### src/tkd_pkg.sv
`timescale 1ns / 1ps
// ----------------------------------------------------------------------------
// tkd_pkg
// Shared types and constants of the top-k distinct score tracker.
// ----------------------------------------------------------------------------
package tkd_pkg;

  localparam int SCORE_W      = 32;
  localparam int WANT_W       = 5;
  localparam int CFG_IDX_W    = 1;
  localparam int DEF_MAX_KEEP = 16;

  localparam logic [WANT_W-1:0]  WANTED_RESET = WANT_W'(16);
  localparam logic [SCORE_W-1:0] MIN_RESET    = '0;
  localparam logic [SCORE_W-1:0] SCORE_MAX    = {1'b0, {(SCORE_W-1){1'b1}}};

  // configuration register indexes
  localparam logic [CFG_IDX_W-1:0] REG_WANTED = 1'd0;
  localparam logic [CFG_IDX_W-1:0] REG_MIN    = 1'd1;

  // result kinds
  localparam logic KIND_STATUS = 1'b0;
  localparam logic KIND_ENTRY  = 1'b1;

  typedef enum logic [1:0] {
    ST_IDLE,
    ST_FLOOR,
    ST_READ
  } state_t;

  // per-cycle command broadcast to every cell of the chain
  typedef struct packed {
    logic ins_en;
    logic rd_shift;
  } cell_ctrl_t;

endpackage

### src/tkd_cell.sv
`timescale 1ns / 1ps
// ----------------------------------------------------------------------------
// tkd_cell
// One slot of the sorted score chain: compares, inserts and shifts.
// ----------------------------------------------------------------------------
module tkd_cell #(
  parameter int IDX   = 0,
  parameter int CNT_W = 5
) (
  input  logic                        clk,
  input  tkd_pkg::cell_ctrl_t         ctrl,
  input  logic [tkd_pkg::SCORE_W-1:0] score_in,
  input  logic [CNT_W-1:0]            kept,
  input  logic [tkd_pkg::SCORE_W-1:0] left_score,
  input  logic                        left_gt,
  input  logic [tkd_pkg::SCORE_W-1:0] right_score,
  output logic [tkd_pkg::SCORE_W-1:0] score_o,
  output logic                        gt_o,
  output logic                        eq_o
);

  logic [tkd_pkg::SCORE_W-1:0] score_r;
  logic                        occ;

  assign occ     = kept > CNT_W'(IDX);
  assign gt_o    = occ && ($signed(score_r) > $signed(score_in));
  assign eq_o    = occ && (score_r == score_in);
  assign score_o = score_r;

  // greater cells stay put; the first smaller one takes the new score,
  // the rest take their left neighbour
  always_ff @(posedge clk) begin
    if (ctrl.ins_en) begin
      if (!gt_o) begin
        score_r <= left_gt ? score_in : left_score;
      end
    end else if (ctrl.rd_shift) begin
      score_r <= right_score;
    end
  end

endmodule

### src/top_k_distinct_score_tracker.sv
`timescale 1ns / 1ps
// ----------------------------------------------------------------------------
// top_k_distinct_score_tracker
// Keeps the best distinct scores of a stream in a sorted chain of cells.
// ----------------------------------------------------------------------------
// Input channel in_*: one score per transfer, or an end-of-stream marker.
// Output channel out_*: one status result per score, or the list readout,
// best entry first, with last_of_run on the final result of an input.
// Config port cfg_*: wanted_count (index 0) and min_score (index 1), to be
// written by the user only while the block is idle, which the block does not
// enforce; min_score is loaded at reset and at each end-of-stream clear.
// A score is inserted by all cells in parallel on the accept edge; the floor
// is then checked against the tail cell in ST_FLOOR, and the status result is
// registered once the output register is free; the next score waits for ST_IDLE.
// An end-of-stream marker gives one entry result per kept entry (at least one),
// the chain shifting towards cell 0 as entries go out.
// Reset empties the list and loads the register reset values; no clearing
// pass is needed. A stalled receiver holds the output register; a score
// may still be accepted then, and the block waits before writing its result.
// ----------------------------------------------------------------------------
module top_k_distinct_score_tracker #(
  parameter int MAX_KEEP = tkd_pkg::DEF_MAX_KEEP,
  parameter int CNT_W    = $clog2(MAX_KEEP + 1),
  parameter int RANK_W   = (MAX_KEEP > 1) ? $clog2(MAX_KEEP) : 1
) (
  input  logic                          clk,
  input  logic                          rst_n,

  input  logic                          in_valid,
  output logic                          in_ready,
  input  logic signed [tkd_pkg::SCORE_W-1:0] in_score,
  input  logic                          in_end_of_stream,

  output logic                          out_valid,
  input  logic                          out_ready,
  output logic                          out_result_kind,
  output logic [CNT_W-1:0]              out_found_count,
  output logic signed [tkd_pkg::SCORE_W-1:0] out_score_floor,
  output logic                          out_floor_changed,
  output logic [RANK_W-1:0]             out_rank,
  output logic signed [tkd_pkg::SCORE_W-1:0] out_entry_score,
  output logic                          out_entry_valid,
  output logic                          out_last_of_run,

  input  logic                          cfg_wr_en,
  input  logic [tkd_pkg::CFG_IDX_W-1:0] cfg_index,
  input  logic [tkd_pkg::SCORE_W-1:0]   cfg_data
);

  localparam int SW    = tkd_pkg::SCORE_W;
  localparam int LIM_W = (CNT_W > tkd_pkg::WANT_W) ? CNT_W : tkd_pkg::WANT_W;

  // configuration
  logic [tkd_pkg::WANT_W-1:0] wanted_r;
  logic [SW-1:0]              min_score_r;

  // tracker state
  tkd_pkg::state_t state_r, state_nxt;
  logic [CNT_W-1:0]  kept_r, kept_nxt;
  logic [SW-1:0]     min_r;
  logic [SW-1:0]     floor_r;
  logic [CNT_W-1:0]  rd_total_r;
  logic [RANK_W-1:0] rd_idx_r;
  logic              ins_r;

  // output register
  logic              out_valid_r;
  logic              out_kind_r;
  logic [CNT_W-1:0]  out_count_r;
  logic [SW-1:0]     out_floor_r;
  logic              out_changed_r;
  logic [RANK_W-1:0] out_rank_r;
  logic [SW-1:0]     out_entry_r;
  logic              out_evalid_r;
  logic              out_last_r;

  // cell chain
  tkd_pkg::cell_ctrl_t ctrl;
  logic [SW-1:0]       cell_score [MAX_KEEP];
  logic [MAX_KEEP-1:0] cell_gt;
  logic [MAX_KEEP-1:0] cell_eq;
  logic [MAX_KEEP-1:0] tail_sel;

  logic [LIM_W-1:0] want_ext;
  logic [LIM_W-1:0] lim_cnt;
  logic [CNT_W-1:0] eff_n;
  logic [CNT_W-1:0] kc;
  logic             in_acc;
  logic             out_free;
  logic             tail_gt;
  logic             do_insert;
  logic [SW-1:0]    tail_score;
  logic             raise;
  logic [SW-1:0]    new_floor;
  logic             emit_status;
  logic             emit_entry;
  logic             rd_empty;
  logic             rd_last;
  logic [CNT_W-1:0] rd_next_cnt;

  assign in_acc   = in_valid && in_ready;
  assign out_free = !out_valid_r || out_ready;

  // effective count: zero acts as one, clamp at the chain length
  assign want_ext = LIM_W'(wanted_r);
  always_comb begin
    if (want_ext == '0) begin
      lim_cnt = LIM_W'(1);
    end else if (want_ext > LIM_W'(MAX_KEEP)) begin
      lim_cnt = LIM_W'(MAX_KEEP);
    end else begin
      lim_cnt = want_ext;
    end
  end
  assign eff_n = lim_cnt[CNT_W-1:0];
  assign kc    = (kept_r > eff_n) ? eff_n : kept_r;

  genvar gi;
  generate
    for (gi = 0; gi < MAX_KEEP; gi++) begin : g_cell
      logic [SW-1:0] left_s;
      logic          left_g;
      logic [SW-1:0] right_s;
      if (gi == 0) begin : g_first
        assign left_s = in_score;
        assign left_g = 1'b1;
      end else begin : g_mid
        assign left_s = cell_score[gi-1];
        assign left_g = cell_gt[gi-1];
      end
      if (gi == MAX_KEEP - 1) begin : g_last
        assign right_s = cell_score[gi];
      end else begin : g_inner
        assign right_s = cell_score[gi+1];
      end
      assign tail_sel[gi] = (eff_n == CNT_W'(gi + 1));

      tkd_cell #(
        .IDX   (gi),
        .CNT_W (CNT_W)
      ) u_cell (
        .clk         (clk),
        .ctrl        (ctrl),
        .score_in    (in_score),
        .kept        (kc),
        .left_score  (left_s),
        .left_gt     (left_g),
        .right_score (right_s),
        .score_o     (cell_score[gi]),
        .gt_o        (cell_gt[gi]),
        .eq_o        (cell_eq[gi])
      );
    end
  endgenerate

  // tail slot of the wanted count
  always_comb begin
    tail_score = '0;
    for (int i = 0; i < MAX_KEEP; i++) begin
      tail_score = tail_score | (cell_score[i] & {SW{tail_sel[i]}});
    end
  end
  assign tail_gt   = |(cell_gt & tail_sel);
  assign do_insert = !(|cell_eq) && !((kc == eff_n) && tail_gt);

  // the floor is only raised after a score that was actually inserted
  assign raise     = ins_r && (kept_r == eff_n)
                     && ($signed(tail_score) > $signed(min_r));
  assign new_floor = (tail_score == tkd_pkg::SCORE_MAX) ? tail_score
                                                        : tail_score + SW'(1);

  assign rd_empty    = (rd_total_r == '0);
  assign rd_next_cnt = CNT_W'(rd_idx_r) + CNT_W'(1);
  assign rd_last     = rd_empty || (rd_next_cnt == rd_total_r);

  always_comb begin
    state_nxt   = state_r;
    in_ready    = 1'b0;
    emit_status = 1'b0;
    emit_entry  = 1'b0;
    kept_nxt    = kept_r;
    case (state_r)
      tkd_pkg::ST_IDLE: begin
        in_ready = 1'b1;
        if (in_acc) begin
          if (in_end_of_stream) begin
            state_nxt = tkd_pkg::ST_READ;
            kept_nxt  = kc;
          end else begin
            state_nxt = tkd_pkg::ST_FLOOR;
            if (do_insert && (kc != eff_n)) begin
              kept_nxt = kc + CNT_W'(1);
            end else begin
              kept_nxt = kc;
            end
          end
        end
      end
      tkd_pkg::ST_FLOOR: begin
        if (out_free) begin
          emit_status = 1'b1;
          state_nxt   = tkd_pkg::ST_IDLE;
        end
      end
      tkd_pkg::ST_READ: begin
        if (out_free) begin
          emit_entry = 1'b1;
          if (rd_last) begin
            state_nxt = tkd_pkg::ST_IDLE;
            kept_nxt  = '0;
          end
        end
      end
      default: begin
        state_nxt = tkd_pkg::ST_IDLE;
      end
    endcase
  end

  assign ctrl.ins_en   = in_acc && !in_end_of_stream && do_insert;
  assign ctrl.rd_shift = emit_entry;

  always_ff @(posedge clk) begin
    if (!rst_n) begin
      state_r <= tkd_pkg::ST_IDLE;
    end else begin
      state_r <= state_nxt;
    end
  end

  always_ff @(posedge clk) begin
    if (!rst_n) begin
      wanted_r    <= tkd_pkg::WANTED_RESET;
      min_score_r <= tkd_pkg::MIN_RESET;
    end else if (cfg_wr_en) begin
      case (cfg_index)
        tkd_pkg::REG_WANTED: wanted_r    <= cfg_data[tkd_pkg::WANT_W-1:0];
        tkd_pkg::REG_MIN:    min_score_r <= cfg_data;
        default: begin
        end
      endcase
    end
  end

  always_ff @(posedge clk) begin
    if (!rst_n) begin
      kept_r   <= '0;
      min_r    <= tkd_pkg::MIN_RESET;
      floor_r  <= tkd_pkg::MIN_RESET;
      rd_idx_r <= '0;
      ins_r    <= 1'b0;
    end else begin
      kept_r <= kept_nxt;
      if (in_acc) begin
        rd_idx_r <= '0;
        ins_r    <= ctrl.ins_en;
      end else if (emit_entry) begin
        rd_idx_r <= rd_idx_r + RANK_W'(1);
      end
      if (emit_status && raise) begin
        min_r   <= tail_score;
        floor_r <= new_floor;
      end else if (emit_entry && rd_last) begin
        min_r   <= min_score_r;
        floor_r <= min_score_r;
      end
    end
  end

  always_ff @(posedge clk) begin
    if (in_acc) begin
      rd_total_r <= kc;
    end
  end

  always_ff @(posedge clk) begin
    if (!rst_n) begin
      out_valid_r <= 1'b0;
    end else if (emit_status || emit_entry) begin
      out_valid_r <= 1'b1;
    end else if (out_ready) begin
      out_valid_r <= 1'b0;
    end
  end

  always_ff @(posedge clk) begin
    if (emit_status) begin
      out_kind_r    <= tkd_pkg::KIND_STATUS;
      out_count_r   <= kept_r;
      out_floor_r   <= raise ? new_floor : floor_r;
      out_changed_r <= raise;
      out_rank_r    <= '0;
      out_entry_r   <= '0;
      out_evalid_r  <= 1'b0;
      out_last_r    <= 1'b1;
    end else if (emit_entry) begin
      out_kind_r    <= tkd_pkg::KIND_ENTRY;
      out_count_r   <= rd_total_r;
      out_floor_r   <= floor_r;
      out_changed_r <= 1'b0;
      out_rank_r    <= rd_idx_r;
      out_entry_r   <= rd_empty ? '0 : cell_score[0];
      out_evalid_r  <= !rd_empty;
      out_last_r    <= rd_last;
    end
  end

  assign out_valid         = out_valid_r;
  assign out_result_kind   = out_kind_r;
  assign out_found_count   = out_count_r;
  assign out_score_floor   = out_floor_r;
  assign out_floor_changed = out_changed_r;
  assign out_rank          = out_rank_r;
  assign out_entry_score   = out_entry_r;
  assign out_entry_valid   = out_evalid_r;
  assign out_last_of_run   = out_last_r;

  // checks
  a_kept_bound: assert property (@(posedge clk) disable iff (!rst_n)
    kept_r <= CNT_W'(MAX_KEEP))
    else $error("kept count beyond chain length");

  a_score_to_floor: assert property (@(posedge clk) disable iff (!rst_n)
    (in_acc && !in_end_of_stream) |=> (state_r == tkd_pkg::ST_FLOOR))
    else $error("score transfer did not enter floor check");

  a_readout_clears: assert property (@(posedge clk) disable iff (!rst_n)
    (emit_entry && rd_last) |=> (kept_r == '0) && (floor_r == min_r)
                                && (state_r == tkd_pkg::ST_IDLE))
    else $error("list not cleared after readout");

  a_changed_status: assert property (@(posedge clk) disable iff (!rst_n)
    (out_valid_r && out_changed_r) |-> (out_kind_r == tkd_pkg::KIND_STATUS)
                                        && out_last_r)
    else $error("floor change flagged outside a status result");

endmodule
### config.mk
export PLATFORM = sky130hd
export DESIGN_NAME = top_k_distinct_score_tracker
export DESIGN_NICKNAME = d
export VERILOG_FILES = /design/src/tkd_pkg.sv /design/src/tkd_cell.sv /design/src/top_k_distinct_score_tracker.sv
export SDC_FILE = /design/constraint.sdc
export NUM_CORES = 2
export LEC_CHECK = 0
export ABC_AREA = 1
export CORE_MARGIN = 4
export CORE_UTILIZATION = 40
export DETAILED_ROUTE_END_ITERATION = 7
export DONT_BUFFER_PORTS = 1
export PLACE_DENSITY = 0.61
export SLEW_MARGIN = 20
export SYNTH_ARGS = -nofsm -noshare
export SYNTH_HDL_FRONTEND = slang
export SYNTH_SLANG_ARGS = --single-unit
### constraint.sdc
create_clock -name clk -period 8.9 [get_ports clk]
set_input_delay 0.445 -clock clk [delete_from_list [all_inputs] [get_ports clk]]
set_output_delay 0.445 -clock clk [all_outputs]
set_load 0.005 [all_outputs]
==> flow_results.org <==
** Synth
- Register bit count reported by yosys :: slightly above 700
- Post-synth top area share :: between 30 and 40%
- Post-synth top area cell :: edfxtp_1
- The most common cell in the synthesized netlist is nand2_1.
- The number of nets handed over by synthesis was roughly 8.2k.
- Count of flip-flops with a built-in enable after synthesis :: 555
- The mapped netlist covers 0.0545 mm².
- Of all flip-flops after synthesis, the portion carrying an async set or reset was 0%.
- Dividing the synthesized area by the synthesized cell count gives 7.16 µm².
- After synthesis, flip-flops and latches occupy 36.2% of the total area.
- Counting every instance in the synthesized netlist gives 7613.
- Yosys warning total :: 0
- Number of distinct standard cells referenced by the synthesized netlist :: 52
- Primary flip-flop cell chosen by synthesis mapping :: edfxtp_1
- Area contributors post-synth :: edfxtp_1 31%, nand2_1 18%, ha_1 13%
- The commonest cells after synthesis are 2651 x nand2_1, 825 x nand3_1, 707 x o21ai_0.

** Setup path
- Element type at the critical path end :: flip-flop
- Measured in cells, the most critical reg-to-reg path has a length of 16.
- The worst register-to-register path begins at g_cell[6].u_cell.score_o[25]$_DFFE_PP_.
- Crit path launch type :: flip-flop
- Critical R2R Capture :: g_cell[8].u_cell.score_o[3]$_DFFE_PP_
- For the worst setup path, the data required time is roughly 9.3 ns.
- Worst reg2reg setup slack :: 1.79 ns
- Along the worst path, the maximum fanout reaches 113.
- Class of the most critical setup path :: flip-flop to flip-flop
- STA puts the critical path data arrival time at 7.49 ns.

** Cells and area
- For this run, the post-layout net count is 8112.
- Area growth from synthesis to final layout :: 9.35%
- Share of post-route cells with drive strength above 1 :: 4.96%
- The multi-input combinational cells in the finished layout cover a total of 0.0310 mm².
- FF+latch area :: 0.0197 mm²
- Final Non-Filler Cells :: 9341
- Filler cell count :: 14.0k

** Routing
- Once detail routing completed, the nets flagged for antenna violations numbered 0.
- Detailed-route DRC error count :: 0
- Wire per inst :: 25.8 µm
- The detailed router finished its first iteration with approximately 6.9k violations.
- Wires add up to 241 mm.
- For this run, the detailed router's first-pass iteration total came to 8.
- Via density per instance :: 5.94
- Via count :: 55.5k

** Global routing
- First-pass GRT wire length :: 348 mm
- Combined global-route utilization of all metal layers :: 32.8%
- The initial antenna violation count was 11.
- For met3 alone, demand over resource in global routing was between 5 and 6%.
- For this run the aggregate overflow at the end of global routing stands at 0.
- In this run the most used layer during global routing was met2.
- Global routing used about half of the available met2 tracks.
- Global-route met1 utilization :: a little over two fifths
- Maximum number of pins on one net before global-route repair :: 177
- Number of global-route vias before repair :: between 50k and 60k

** Floorplanning
- The total area inside the core boundary comes to between 0.1 and 0.15 mm².
- Die area :: ~0.14 mm²
- The floorplan has 135 rows.
- For this configuration, the core starts out at a cell density of 40.2%.
- The die is 377 µm tall.
- In this run the horizontal extent of the chip is 377 µm.
- During I/O placement, the number of pins put on the boundary was 150.

** Clock tree
- TritonCTS created 87 clock buffers.
- CTS clock-pin slew for the worst setup and hold paths :: about 0.060 ns
- TritonCTS built the clock tree.
- The clock net in this run drives a total of 708 sinks.
- Clock insertion delay at the later pin of the skew report :: 0.72 ns
- Number of buffers between clock root and the deepest sink :: 3
- The cell sitting at the root of the clock tree is a clkbuf_16.
- The H-tree was split into 3 levels.

** Min path
- Cell depth of the worst min-delay path :: 2
- Critical hold path startpoint :: cfg_data[12]
- Tightest Hold Check Type :: input pin to flip-flop
- Terminating pin of the worst hold path :: min_score_r[12]$_SDFFE_PN0P_

** Placement
- Cell count after placement :: 9113
- Sum of net half-perimeters after detailed placement :: 180 mm
- Routability-driven placement finished with a final weighted congestion of roughly 1.0.
- In this run the tool buffered the top-level ports with 0 buffer cells.

** Power and ir drop
- IR analysis of the VDD net gives a maximum drop of around 0.00015 V.
- Leakage component of the power :: 27.9 nW
- In this run the power density over the cells is 240 mW/mm².

** STA
- The final number of hold-violating endpoints is 0.
- Tcrit/Tclk final :: 79.9%
- In this run the tightest slew margin relative to its limit is a little under a fifth.
- Final period demand of the worst path :: 7.11 ns
- For the final database, setup skew stands at 0.0365 ns.
- Pins over their slew limit :: 0
- Final-report setup violation count :: 0
- For the pin with the worst max-slew slack, the measured transition is 1.22 ns.
- Derived from the worst setup path, the maximum achievable clock frequency is around 140 MHz.
- RSZ-0062 raised after global routing :: false
- For the final routed database, the setup TNS stands at 0 ns.

** Flow run
- Max cap viols :: 0

** Status
- The run finished with clean final reports.
==> metal layers <==
| metal | share of wire, % | up-vias |
|---|---|---|
| met5 | 0.015 | - |
| met4 | 7.9 | 6 |
| met3 | 9.6 | 630 |
| met2 | 43 | 3012 |
| met1 | 39 | 26400 |
| li1 | - | 25500 |
==> layout make-up <==
type / count / share of cell area, %
inverter: 513 / 3.24
clock buffer: 113 / 4.06
clock inverter: 46 / 0.846
multi-input combinational: 5980 / 52.0
tap: 1781 / 3.74
antenna: 5 / 0.0210
timing repair buffer: 195 / 2.97
sequential: 708 / 33.1
==> kinds of logic (layout without fill, tap and decap cells) <==
logic type / after synthesis / in the layout / synth area share [%]
compound gates: 1159 / 1159 / 11.1
xor+xnor: 8 / 8 / 0.129
fa+ha+maj: 556 / 556 / 12.8
buf+inv: 925 / 867 / 7.16
flops: 708 / 708 / 36.2
other cells: 0 / 5 / 0
simple gates: 4257 / 4257 / 32.7
==> where the power goes <==
part	switching, mW	internal (mW)
registers	0.878	4.50
clock network	1.58	2.23
logic	3.60	1.52
total	6.06	8.25
==> through the flow <==
step           total power [mW]  hold slack, ns  cell area (µm²)  worst slack (ns)  utilization, %
2_1_floorplan              8.43           0.426            54500              3.52               -
3_3_place_gp               10.3           0.460            56000              1.55            41.3
3_5_place_dp               10.3           0.466            56000              1.68            41.3
4_1_cts                    14.2          0.0121            59600              1.68            44.0
5_1_grt                    15.1          0.0117            59600              1.59            44.0
6_report                   14.3          0.0269            59600              1.79            44.0
==> critical path, cell delays in order, from the launching register on <==
cell and delay (ns):
edfxtp_1 0.49, ha_1 0.35, nand4_1 0.27, nor3_1 0.45
nand3_1 0.35, nor3_1 0.97, a21oi_1 0.49, nand3_2 0.36
o21ai_0 0.24, nor2_1 0.22, nand2_1 0.14, o21bai_4 0.20
buf_4 0.50, buf_12 0.47, nand3_1 0.13, nand2_1 0.52
buf_4 0.44
==> flip-flops by register name, indices dropped and copies added (netlist names), 2 cells and up <==
name	count
rd_idx_r	4
out_rank	4
rd_total_r	5
out_score_floor	32
min_score_r	32
out_found_count	5
floor_r	32
out_entry_score	32
g_cell.u_cell.score_o	512
kept_r	5
state_r	2
want_ext	5
min_r	32
==> layout by cell type, fill, tap and decap left out, types with 6 or more instances in the layout <==
cell type,synthesis,routed
a21oi_1,314,314
clkinv_1,4,21
nand2_2,15,24
a31oi_1,20,20
xor2_1,6,6
o21ai_0,707,707
o21a_1,14,14
nor2_2,17,24
nor2_4,6,9
buf_4,25,122
or2_2,9,9
nand2_1,2651,2641
a22oi_1,11,11
clkinv_2,0,14
ha_1,556,556
nor3_1,39,36
nand3b_1,27,27
buf_12,0,9
nor2_1,494,484
nor4_1,13,12
inv_1,488,486
nand3_1,825,821
o211ai_1,18,18
clkbuf_16,0,92
bufinv_16,0,11
clkbuf_1,206,17
o22ai_1,15,15
inv_2,19,20
o221ai_1,6,6
edfxtp_1,555,555
dfxtp_1,153,152
nand4_1,132,132
o21ai_1,39,39
nand3_2,10,14
dlygate4sd3_1,0,62
==> repair_timing <==
item,4_1_cts,5_1_grt
hold endpoints to repair,123,0
gates resized for setup,0,0
hold buffers,63,0
buffers inserted,0,0
==> worst max path at each step <==
stage,depth (start not counted),startpoint,end,slack [ns]
final,16,g_cell[6].u_cell.score_o[25]$_DFFE_PP_,g_cell[8].u_cell.score_o[3]$_DFFE_PP_,1.79
after global routing,25,want_ext[4]$_SDFFE_PN1P_,g_cell[12].u_cell.score_o[29]$_DFFE_PP_,1.59
after CTS,24,want_ext[4]$_SDFFE_PN1P_,g_cell[13].u_cell.score_o[22]$_DFFE_PP_,1.68
after detailed placement,24,want_ext[4]$_SDFFE_PN1P_,g_cell[13].u_cell.score_o[22]$_DFFE_PP_,1.68
after global placement,23,want_ext[4]$_SDFFE_PN1P_,g_cell[12].u_cell.score_o[20]$_DFFE_PP_,1.55
after floorplan,26,want_ext[4]$_SDFFE_PN1P_,g_cell[15].u_cell.score_o[0]$_DFFE_PP_,3.52
No activity file was read; power rests on OpenSTA's default activity.
